[src/hdl/scc_pkg.sv]
`timescale 1ns / 1ps
`default_nettype none
// ----------------------------------------------------------------------------
// scc_pkg: shared constants, types and helpers
// Sizes of the graph store, sequencer step codes and the status bundle that
// the datapath returns to the controller.
// ----------------------------------------------------------------------------
package scc_pkg;

	// graph capacity
	localparam int MAX_NODES = 1024;
	localparam int MAX_EDGES = 4096;

	// field and index widths
	localparam int NODE_W  = 11;                      // node numbers 0..2047
	localparam int IDX_W   = $clog2(MAX_NODES);       // zero-based node index
	localparam int OFS_AW  = $clog2(MAX_NODES + 1);   // offset table address
	localparam int EDGE_AW = $clog2(MAX_EDGES);       // edge store address
	localparam int ECNT_W  = $clog2(MAX_EDGES + 1);   // edge count and loop index
	localparam int OFF_W   = $clog2(MAX_EDGES + 1);   // adjacency offsets

	// sequencer steps, issued to the datapath as its command
	localparam int STEP_W = 6;
	localparam logic [STEP_W-1:0] S_IDLE    = 6'd0;
	localparam logic [STEP_W-1:0] S_INIT    = 6'd1;
	localparam logic [STEP_W-1:0] S_CLR     = 6'd2;
	localparam logic [STEP_W-1:0] S_CNT_RD  = 6'd3;
	localparam logic [STEP_W-1:0] S_CNT_CHK = 6'd4;
	localparam logic [STEP_W-1:0] S_CNT_WR  = 6'd5;
	localparam logic [STEP_W-1:0] S_PFX_RD  = 6'd6;
	localparam logic [STEP_W-1:0] S_PFX_WR  = 6'd7;
	localparam logic [STEP_W-1:0] S_FIL_RD  = 6'd8;
	localparam logic [STEP_W-1:0] S_FIL_CHK = 6'd9;
	localparam logic [STEP_W-1:0] S_FIL_WR  = 6'd10;
	localparam logic [STEP_W-1:0] S_D_ROOT  = 6'd11;
	localparam logic [STEP_W-1:0] S_D_RCHK  = 6'd12;
	localparam logic [STEP_W-1:0] S_D_TOP   = 6'd13;
	localparam logic [STEP_W-1:0] S_D_CMP   = 6'd14;
	localparam logic [STEP_W-1:0] S_D_NB    = 6'd15;
	localparam logic [STEP_W-1:0] S_D_VIS   = 6'd16;
	localparam logic [STEP_W-1:0] S_D_POP   = 6'd17;
	localparam logic [STEP_W-1:0] S_CLR2    = 6'd18;
	localparam logic [STEP_W-1:0] S_K_ROOT  = 6'd19;
	localparam logic [STEP_W-1:0] S_K_RD    = 6'd20;
	localparam logic [STEP_W-1:0] S_K_CHK   = 6'd21;
	localparam logic [STEP_W-1:0] S_K_POP   = 6'd22;
	localparam logic [STEP_W-1:0] S_K_U     = 6'd23;
	localparam logic [STEP_W-1:0] S_K_J     = 6'd24;
	localparam logic [STEP_W-1:0] S_K_JT    = 6'd25;
	localparam logic [STEP_W-1:0] S_K_W     = 6'd26;
	localparam logic [STEP_W-1:0] S_K_WCHK  = 6'd27;
	localparam logic [STEP_W-1:0] S_M_E     = 6'd28;
	localparam logic [STEP_W-1:0] S_M_CHK   = 6'd29;
	localparam logic [STEP_W-1:0] S_M_C1    = 6'd30;
	localparam logic [STEP_W-1:0] S_M_C2    = 6'd31;
	localparam logic [STEP_W-1:0] S_N_RD    = 6'd32;
	localparam logic [STEP_W-1:0] S_N_ACC   = 6'd33;
	localparam logic [STEP_W-1:0] S_DONE    = 6'd34;

	// datapath status seen by the controller
	typedef struct packed {
		logic last_acc;    // closing item taken this cycle
		logic idx_at_nn;   // loop index reached node count
		logic idx_at_e;    // loop index reached stored edge count
		logic idx_zero;    // loop index is zero
		logic idx_at_comp; // loop index reached component count
		logic es_ok;       // stored edge passes the range check
		logic vis;         // visited mark just read
		logic cur_lt;      // forward cursor below end of adjacency
		logic j_lt;        // reverse scan pointer below end
		logic sp_one;      // one entry on the search stack
		logic sp_zero;     // search stack empty
		logic out_free;    // result register can take a new result
	} status_t;

	// node count clamped to the capacity
	function automatic logic [NODE_W-1:0] eff_nodes(input logic [NODE_W-1:0] nc);
		eff_nodes = (nc > NODE_W'(MAX_NODES)) ? NODE_W'(MAX_NODES) : nc;
	endfunction

	// both endpoints within 1..nn
	function automatic logic edge_ok(input logic [NODE_W-1:0] s, input logic [NODE_W-1:0] d,
		input logic [NODE_W-1:0] nn);
		edge_ok = (s != '0) && (s <= nn) && (d != '0) && (d <= nn);
	endfunction

endpackage
`default_nettype wire

[src/hdl/scc_ctrl.sv]
`timescale 1ns / 1ps
`default_nettype none
// ----------------------------------------------------------------------------
// scc_ctrl: sequencer
// Steps through loading, adjacency build, both search passes, edge marking
// and counting; issues its step to the datapath and branches on its status.
// ----------------------------------------------------------------------------
module scc_ctrl import scc_pkg::*; (
	input  wire logic              clk,
	input  wire logic              arst_n,
	input  wire status_t           stat,
	output logic [STEP_W-1:0]      cmd
);

	logic [STEP_W-1:0] step_q;
	logic [STEP_W-1:0] step_d;

	assign cmd = step_q;

	// next step
	always_comb begin
		step_d = step_q;
		unique case (step_q)
			S_IDLE:    if (stat.last_acc) step_d = S_INIT;
			S_INIT:    step_d = S_CLR;
			S_CLR:     if (stat.idx_at_nn) step_d = S_CNT_RD;
			S_CNT_RD:  step_d = stat.idx_at_e ? S_PFX_RD : S_CNT_CHK;
			S_CNT_CHK: step_d = stat.es_ok ? S_CNT_WR : S_CNT_RD;
			S_CNT_WR:  step_d = S_CNT_RD;
			S_PFX_RD:  step_d = stat.idx_at_nn ? S_FIL_RD : S_PFX_WR;
			S_PFX_WR:  step_d = S_PFX_RD;
			S_FIL_RD:  step_d = stat.idx_at_e ? S_D_ROOT : S_FIL_CHK;
			S_FIL_CHK: step_d = stat.es_ok ? S_FIL_WR : S_FIL_RD;
			S_FIL_WR:  step_d = S_FIL_RD;
			S_D_ROOT:  step_d = stat.idx_at_nn ? S_CLR2 : S_D_RCHK;
			S_D_RCHK:  step_d = stat.vis ? S_D_ROOT : S_D_TOP;
			S_D_TOP:   step_d = S_D_CMP;
			S_D_CMP: begin
				if (stat.cur_lt) step_d = S_D_NB;
				else if (stat.sp_one) step_d = S_D_ROOT;
				else step_d = S_D_POP;
			end
			S_D_NB:    step_d = S_D_VIS;
			S_D_VIS:   step_d = S_D_TOP;
			S_D_POP:   step_d = S_D_TOP;
			S_CLR2:    if (stat.idx_at_nn) step_d = S_K_ROOT;
			S_K_ROOT:  step_d = stat.idx_zero ? S_M_E : S_K_RD;
			S_K_RD:    step_d = S_K_CHK;
			S_K_CHK:   step_d = stat.vis ? S_K_ROOT : S_K_POP;
			S_K_POP:   step_d = stat.sp_zero ? S_K_ROOT : S_K_U;
			S_K_U:     step_d = S_K_J;
			S_K_J:     step_d = S_K_JT;
			S_K_JT:    step_d = stat.j_lt ? S_K_W : S_K_POP;
			S_K_W:     step_d = S_K_WCHK;
			S_K_WCHK:  step_d = S_K_JT;
			S_M_E:     step_d = stat.idx_at_e ? S_N_RD : S_M_CHK;
			S_M_CHK:   step_d = stat.es_ok ? S_M_C1 : S_M_E;
			S_M_C1:    step_d = S_M_C2;
			S_M_C2:    step_d = S_M_E;
			S_N_RD:    step_d = stat.idx_at_comp ? S_DONE : S_N_ACC;
			S_N_ACC:   step_d = S_N_RD;
			S_DONE:    if (stat.out_free) step_d = S_IDLE;
			default:   step_d = S_IDLE;
		endcase
	end

	// step register
	always_ff @(posedge clk or negedge arst_n) begin
		if (!arst_n) begin
			step_q <= S_IDLE;
		end else begin
			step_q <= step_d;
		end
	end

endmodule
`default_nettype wire

[config.mk]
export PLATFORM = sky130hd
export DESIGN_NAME = scc_ctrl
export DESIGN_NICKNAME = d
export VERILOG_FILES = /design/src/hdl/scc_pkg.sv /design/src/hdl/scc_ctrl.sv
export SDC_FILE = /design/constraint.sdc
export NUM_CORES = 1
export LEC_CHECK = 0
export BUFFER_PORTS_ARGS = -buffer_cell sky130_fd_sc_hd__buf_2
export CAP_MARGIN = 25
export CORE_MARGIN = 5
export CORE_UTILIZATION = 55
export CTS_BUF_LIST = sky130_fd_sc_hd__clkbuf_4
export DETAILED_ROUTE_END_ITERATION = 6
export GPL_ROUTABILITY_DRIVEN = 0
export GPL_TIMING_DRIVEN = 0
export PLACE_DENSITY = 0.86
export SYNTH_ARGS = -nofsm -noshare
export SYNTH_HDL_FRONTEND = slang
export SYNTH_SLANG_ARGS = --single-unit
[constraint.sdc]
create_clock -name clk -period 1.8 [get_ports clk]
set_input_delay 0.09 -clock clk [delete_from_list [all_inputs] [get_ports clk]]
set_output_delay 0.09 -clock clk [all_outputs]
set_load 0.05 [all_outputs]
==> metrics.txt, run 1 <==
design area 1090 sq um; fraction of the cycle the final worst path needs 97.8%; drt pass-1 iters 4; grt ovf 0; Die Y 50.4 um; Slew Limit Fails 0; Post-synth EDFFs 0; Ant. Diodes 0; Port Buffer Count 19; hold-critical path depth 3; r2r setup slk 40 ps; Gate Count Post-Synth 136; vias in the first global route 984; worst slew pin tran 465 ps; max cap viols 0; CTS clk-pin slew, worst paths 50 ps; Worst R2R End cmd[0]; Util after Layout 71.4%; net switching power 1.03 mW; wire per inst 16.2 um; R2R cell count 6; vias per cell 6.78; antenna violations before repair 0; Syn Area/Cell 6.61 sq um; met2 wire length 1.28 mm; f_max 568 MHz; Layout area overhead 21.2%; Starting Density 58.9%; status finished clean; Reg power frac 14.7%; Clock Latency Late Sink 250 ps; Worst slew margin 68.7%; Die Area 2540 sq um; placed insts 171; Logic pwr share 78.6%; Tightest Hold Check Type primary input to register; Netlist cell types 46; Finished Layout Cells 175; Setup Skew 10.0 ps; Worst R2R Start cmd[0]; unrepaired setup endpoints after global routing false; Primary FF master, synth dfrtp_1; Worst EP arrival 1890 ps; DR iter-0 viols 100; HPWL Detailed 2.12 mm; met1 WL 1.11 mm; Remaining DRCs 0; Hold EP cmd[2]; filler cell count 128; Pint 0.802 mW; Clk pwr share 6.7%; Ys Warns 0; routed wl met3 410 um; Largest register FFs 6; Vias 1187; Synthesized Nets 150; row count 14; CTS Buf Count 3; final hold violation count 0; Core Region 1520 sq um; H-Tree Depth 1; boundary pin count 20; crit path kind register to register; post-route ant nets 0; CTS Sinks 6; Final Critical Period 1760 ps; worst IR drop on VDD 0.941 mV; first-pass GRT wire length 4.55 mm; Highest Signal Layer met4; Req. time, crit path 1930 ps; HP Start stat[4]; post-synthesis cell area 898 sq um; CTS root buf clkbuf_4; die width 50.4 um; crit-path max FO 7; post-synthesis sequential area ratio 16.7%; CP endpoint kind register; Placed Area 1030 sq um; Clock Path Buffers 2; Power Density 1680 nW/um^2; Post-Route WL 2.84 mm; # setup viols final 0; Tot GR Track Use 22.3%; layout cell share with drive strength beyond 1 30.8%; pre-CTS WS -105 ps; maximum number of pins on one net before global-route repair 11; Worst setup SP type register; FF+latch count, synth 6; asr flop ratio synth 100%; PnR worst setup slack 40.0 ps; CTS tree built; Switching Share 56.3%; nets 175; LEAKAGE 0.455 nW
[kinds of logic (layout without fill, tap and decap cells)]
kind of cell | after synthesis | count (layout) | share of synthesized area, %
mux | 1 | 1 | 1.11
simple gates | 70 | 70 | 41.1
buf+inv | 17 | 40 | 9.19
compound gates | 42 | 42 | 31.9
flops | 6 | 6 | 16.7
[metal layers]
layer	vias up	global-route usage (%)
li1	566	-
met2	104	35.6
met3	6	7.10
met5	-	0
met4	0	4.68
met1	511	29.6
[cell type report]
type                       count  area (sq um)  share of cell area (%)
multi-input combinational    113           681                    62.5
sequential                     6           158                    14.5
timing repair buffer          21           113                    10.3
buffer                        14          83.8                    7.70
clock buffer                   3          22.5                    2.07
tap                           16          20.0                    1.84
inverter                       2          11.3                    1.03
[repair_timing]
| item | 4_1_cts | 5_1_grt |
|---|---|---|
| setup buffers | 0 | 1 |
| pin swaps | 1 | 0 |
| hold buffers | 1 | 0 |
| resized for setup | 2 | 9 |
| endpoints found under the hold margin | 6 | 0 |
| endpoints found under the setup margin | 4 | 3 |
[placed cells by master, fill, tap and decap left out, types with 2 or more instances in the layout]
cell type	instances
a31oi_1	2
dfrtp_2	6
nand4_1	6
buf_2	26
nand2b_1	3
nor4_1	4
buf_6	2
nand2_1	12
a32oi_1	2
clkbuf_2	3
a21oi_1	10
nor3_1	8
nand3_1	7
a211oi_1	3
nor2b_1	4
clkbuf_4	4
nor2_1	15
o21ai_0	9
a21o_1	2
[power groups by stage]
stage	combinational [mW]	sequential [mW]	clock, mW
2_1_floorplan	0.913	0.413	0
3_3_place_gp	1.35	0.248	0
3_5_place_dp	1.37	0.251	0
4_1_cts	1.37	0.269	0.126
5_1_grt	1.56	0.277	0.140
6_report	1.44	0.270	0.123
[stage by stage]
step	TNS [ps]	hold WS [ps]	power [mW]
floorplan	0	-206	1.33
global placement	-127	-85.9	1.60
detailed placement	-236	-82.8	1.62
CTS	0	154	1.77
global route	0	166	1.97
finish	0	149	1.83
[worst max path at each step]
stage | from | end | slack [ps] | cells after the start
floorplan | cmd[0] | cmd[0] | 2 | 6
global placement | cmd[3] | cmd[1] | -80 | 6
detailed placement | cmd[3] | cmd[1] | -110 | 6
CTS | cmd[2] | cmd[2] | 20 | 6
global route | cmd[1] | cmd[2] | 0.8 | 6
finish | cmd[0] | cmd[0] | 40 | 6
[critical path, cell delays in order (launching register included)]
cell and delay, ps:
dfrtp_2 440, nor2b_4 140, buf_6 130, a22oi_2 170, o41ai_1 90, or3_1 360
o311a_1 310
[synth_stat cells (2+ instances only)]
master / number / area, sq um
nand4_1: 6 / 37.5
nor4_1: 4 / 25.0
a21oi_1: 10 / 50.1
buf_2: 9 / 45.0
a31oi_1: 2 / 12.5
o21ai_0: 9 / 45.0
nor2b_1: 4 / 25.0
nor2_1: 16 / 60.1
nand2b_1: 3 / 18.8
clkbuf_1: 4 / 15.0
nand2_1: 12 / 45.0
a211oi_1: 3 / 22.5
a32oi_1: 2 / 17.5
nor3_1: 8 / 40.0
a21o_1: 2 / 15.0
nand3_1: 7 / 35.0
dfrtp_1: 6 / 150
Note: power is estimated with default switching activity, not from simulation.
==> inputs of run 2 (changes only) <==
--- a/config.mk
+++ b/config.mk
@@ -8,12 +8,12 @@
 export BUFFER_PORTS_ARGS = -buffer_cell sky130_fd_sc_hd__buf_2
 export CAP_MARGIN = 25
 export CORE_MARGIN = 5
-export CORE_UTILIZATION = 55
-export CTS_BUF_LIST = sky130_fd_sc_hd__clkbuf_4
+export CORE_UTILIZATION = 53
+export CTS_BUF_LIST = sky130_fd_sc_hd__clkbuf_16
 export DETAILED_ROUTE_END_ITERATION = 6
 export GPL_ROUTABILITY_DRIVEN = 0
 export GPL_TIMING_DRIVEN = 0
-export PLACE_DENSITY = 0.86
+export PLACE_DENSITY = 0.83
 export SYNTH_ARGS = -nofsm -noshare
 export SYNTH_HDL_FRONTEND = slang
 export SYNTH_SLANG_ARGS = --single-unit
==> metrics.txt, run 2 (synthesis gave the netlist of run 1 again) <==
CTS root buf clkbuf_16; H-Tree Depth 1 (unchanged); HP Start stat[4]; R2R cell count 6 (unchanged); Util after Layout 75.3% (+3.9 points); CTS Buf Count 3 (unchanged); Reg power frac 14.2% (-0.5 points); CP endpoint kind register; Tightest Hold Check Type primary input to register; Clock Latency Late Sink 230 ps (-20 ps); cell family contributing the most delay on the critical path compound AO/OA/AOI/OAI gates; wire per inst 18.1 um (+12%); Worst R2R Start cmd[4]; final hold violation count 0 (unchanged); worst slew pin tran 446 ps (-19.2 ps); Die Area 2620 sq um (+3.0%); Worst slew margin 70.0% (+1.3 points); LEAKAGE 0.495 nW (+8.7%); failing checks negative setup slack; Core Region 1560 sq um (+2.3%); Worst path depth 6 (unchanged); Layout area overhead 30.6%; multi-input logic area 696 sq um (+2.2%); crit path buf inv count 1 (unchanged); Remaining DRCs 0 (unchanged); crit-path max FO 10 (+3); Port Buffer Count 19 (unchanged); Ant. Diodes 0 (unchanged); Worst EP arrival 1920 ps (+30 ps); crit-path cells buf_6, and3_1, o211ai_1, o41ai_2, or3_1, o311a_1; crit path kind register to register; drt pass-1 iters 5 (+1); Largest register FFs 6 (unchanged); antenna violations before repair 0 (unchanged); DR iter-0 viols 102 (+2.0%); Crit path largest cell delay 400 ps (-40 ps); HPWL Detailed 2.20 mm (+3.7%); boundary pin count 20 (unchanged); vias in the first global route 1060 (+7.7%); FF+latch area 158 sq um (unchanged); PnR worst setup slack -21.9 ps (-61.9 ps); worst IR drop on VDD 1.08 mV (+14%); Hold EP cmd[2]; most frequent cells in the layout buf_2, nor2_1, nand2_1; die width 51.2 um (+1.5%); grt ovf 0 (unchanged); net switching power 1.12 mW (+8.1%); Switching Share 51.7% (-4.6 points); # setup viols final 1 (+1); Power Density 1840 nW/um^2 (+9.2%); Die Y 51.2 um (+1.5%); first-pass GRT wire length 5.14 mm (+13%); commonest non-fill, non-tap cell in the layout buf_2; Starting Density 57.6% (-1.3 points); Tot GR Track Use 25.2% (+2.9 points); hold-critical path depth 3 (unchanged); max cap viols 0 (unchanged); Clock Path Buffers 2 (unchanged); post-route ant nets 0 (unchanged); nets 177 (+1.1%); Worst R2R End cmd[0]; CTS clk-pin slew, worst paths 30 ps (-20 ps); placed insts 171 (unchanged); pre-CTS WS -130 ps (-24.4 ps); CP startpoint cmd[4]; filler cell count 124 (-3.1%); Clk pwr share 16.6% (+9.9 points); status complete, but fails checks; Final Critical Period 1820 ps (+61.9 ps); Crit-path slowest cell dfrtp_2; Logic pwr share 69.2% (-9.4 points); r2r setup slk -20 ps (-60 ps); vias per cell 7.08 (+4.5%); Slew Limit Fails 0 (unchanged); f_max 549 MHz (-3.4%); Worst setup SP type register; Setup Skew 2.80 ps (-7.21 ps); maximum number of pins on one net before global-route repair 11 (unchanged); Vias 1254 (+5.6%); Post-Route WL 3.21 mm (+13%); Req. time, crit path 1900 ps (-30 ps); fraction of the cycle the final worst path needs 101% (+3.4 points); CTS tree built; Finished Layout Cells 177 (+1.1%); Pint 1.04 mW (+30%); layout cell share with drive strength beyond 1 33.5% (+2.7 points); row count 14 (unchanged); CTS Sinks 6 (unchanged)
==> run 2: worst max-delay path by stage <==
stage	endpoint	slack, ps
floorplan	cmd[0]	2
global placement	cmd[1]	-70
detailed placement	cmd[1]	-130
CTS	cmd[3]	10
global route	cmd[0]	-50
finish	cmd[0]	-20
==> run 2: per-layer routing <==
metal | track usage (%) | up-vias | share of wire [%]
met1 | 32.8 | 556 | 38
met4 | 12.1 | 0 | 4.3
met3 | 5.81 | 16 | 12
met5 | 0 | - | 0
li1 | - | 567 | -
met2 | 39.3 | 115 | 45
==> run 2: cell type report <==
cell class                      count  area share [%]
Multi-Input combinational cell    113            59.3
Sequential cell                     6            13.4
Timing Repair Buffer               24            11.5
Buffer                             13            6.72
Clock buffer                        3            6.40
Tap cell                           16            1.71
Inverter                            2           0.959
==> run 2: power by group through the flow <==
stage                     logic (mW)  clock network [mW]  registers [mW]
after detailed placement        1.38                   0           0.251
final                           1.49               0.357           0.308
after floorplan                0.913                   0           0.413
after global routing            1.59               0.373           0.322
after global placement          1.35                   0           0.248
after CTS                       1.38               0.358           0.273
==> run 2: tightest hold or removal path: stages <==
cell and delay, ps:
buf_2 110, a2111oi_2 60, nand3_1 90
==> run 2: through the flow <==
step	instance area, sq um	setup TNS, ps	power, mW	hold WS (ps)
3_3_place_gp	1030	-132	1.60	-85.6
4_1_cts	1110	0	2.01	172
5_1_grt	1170	-49.0	2.28	200
2_1_floorplan	912	0	1.33	-206
3_5_place_dp	1030	-237	1.63	-82.8
6_report	1170	-21.9	2.16	165
==> run 2: repair_timing <==
action,CTS,global route
hold endpoints to repair,6,0
gates cloned,0,0
hold buffers,1,0
resized for setup,1,13
buffers inserted,0,4
pin swaps,1,2
setup endpoints to repair,4,5
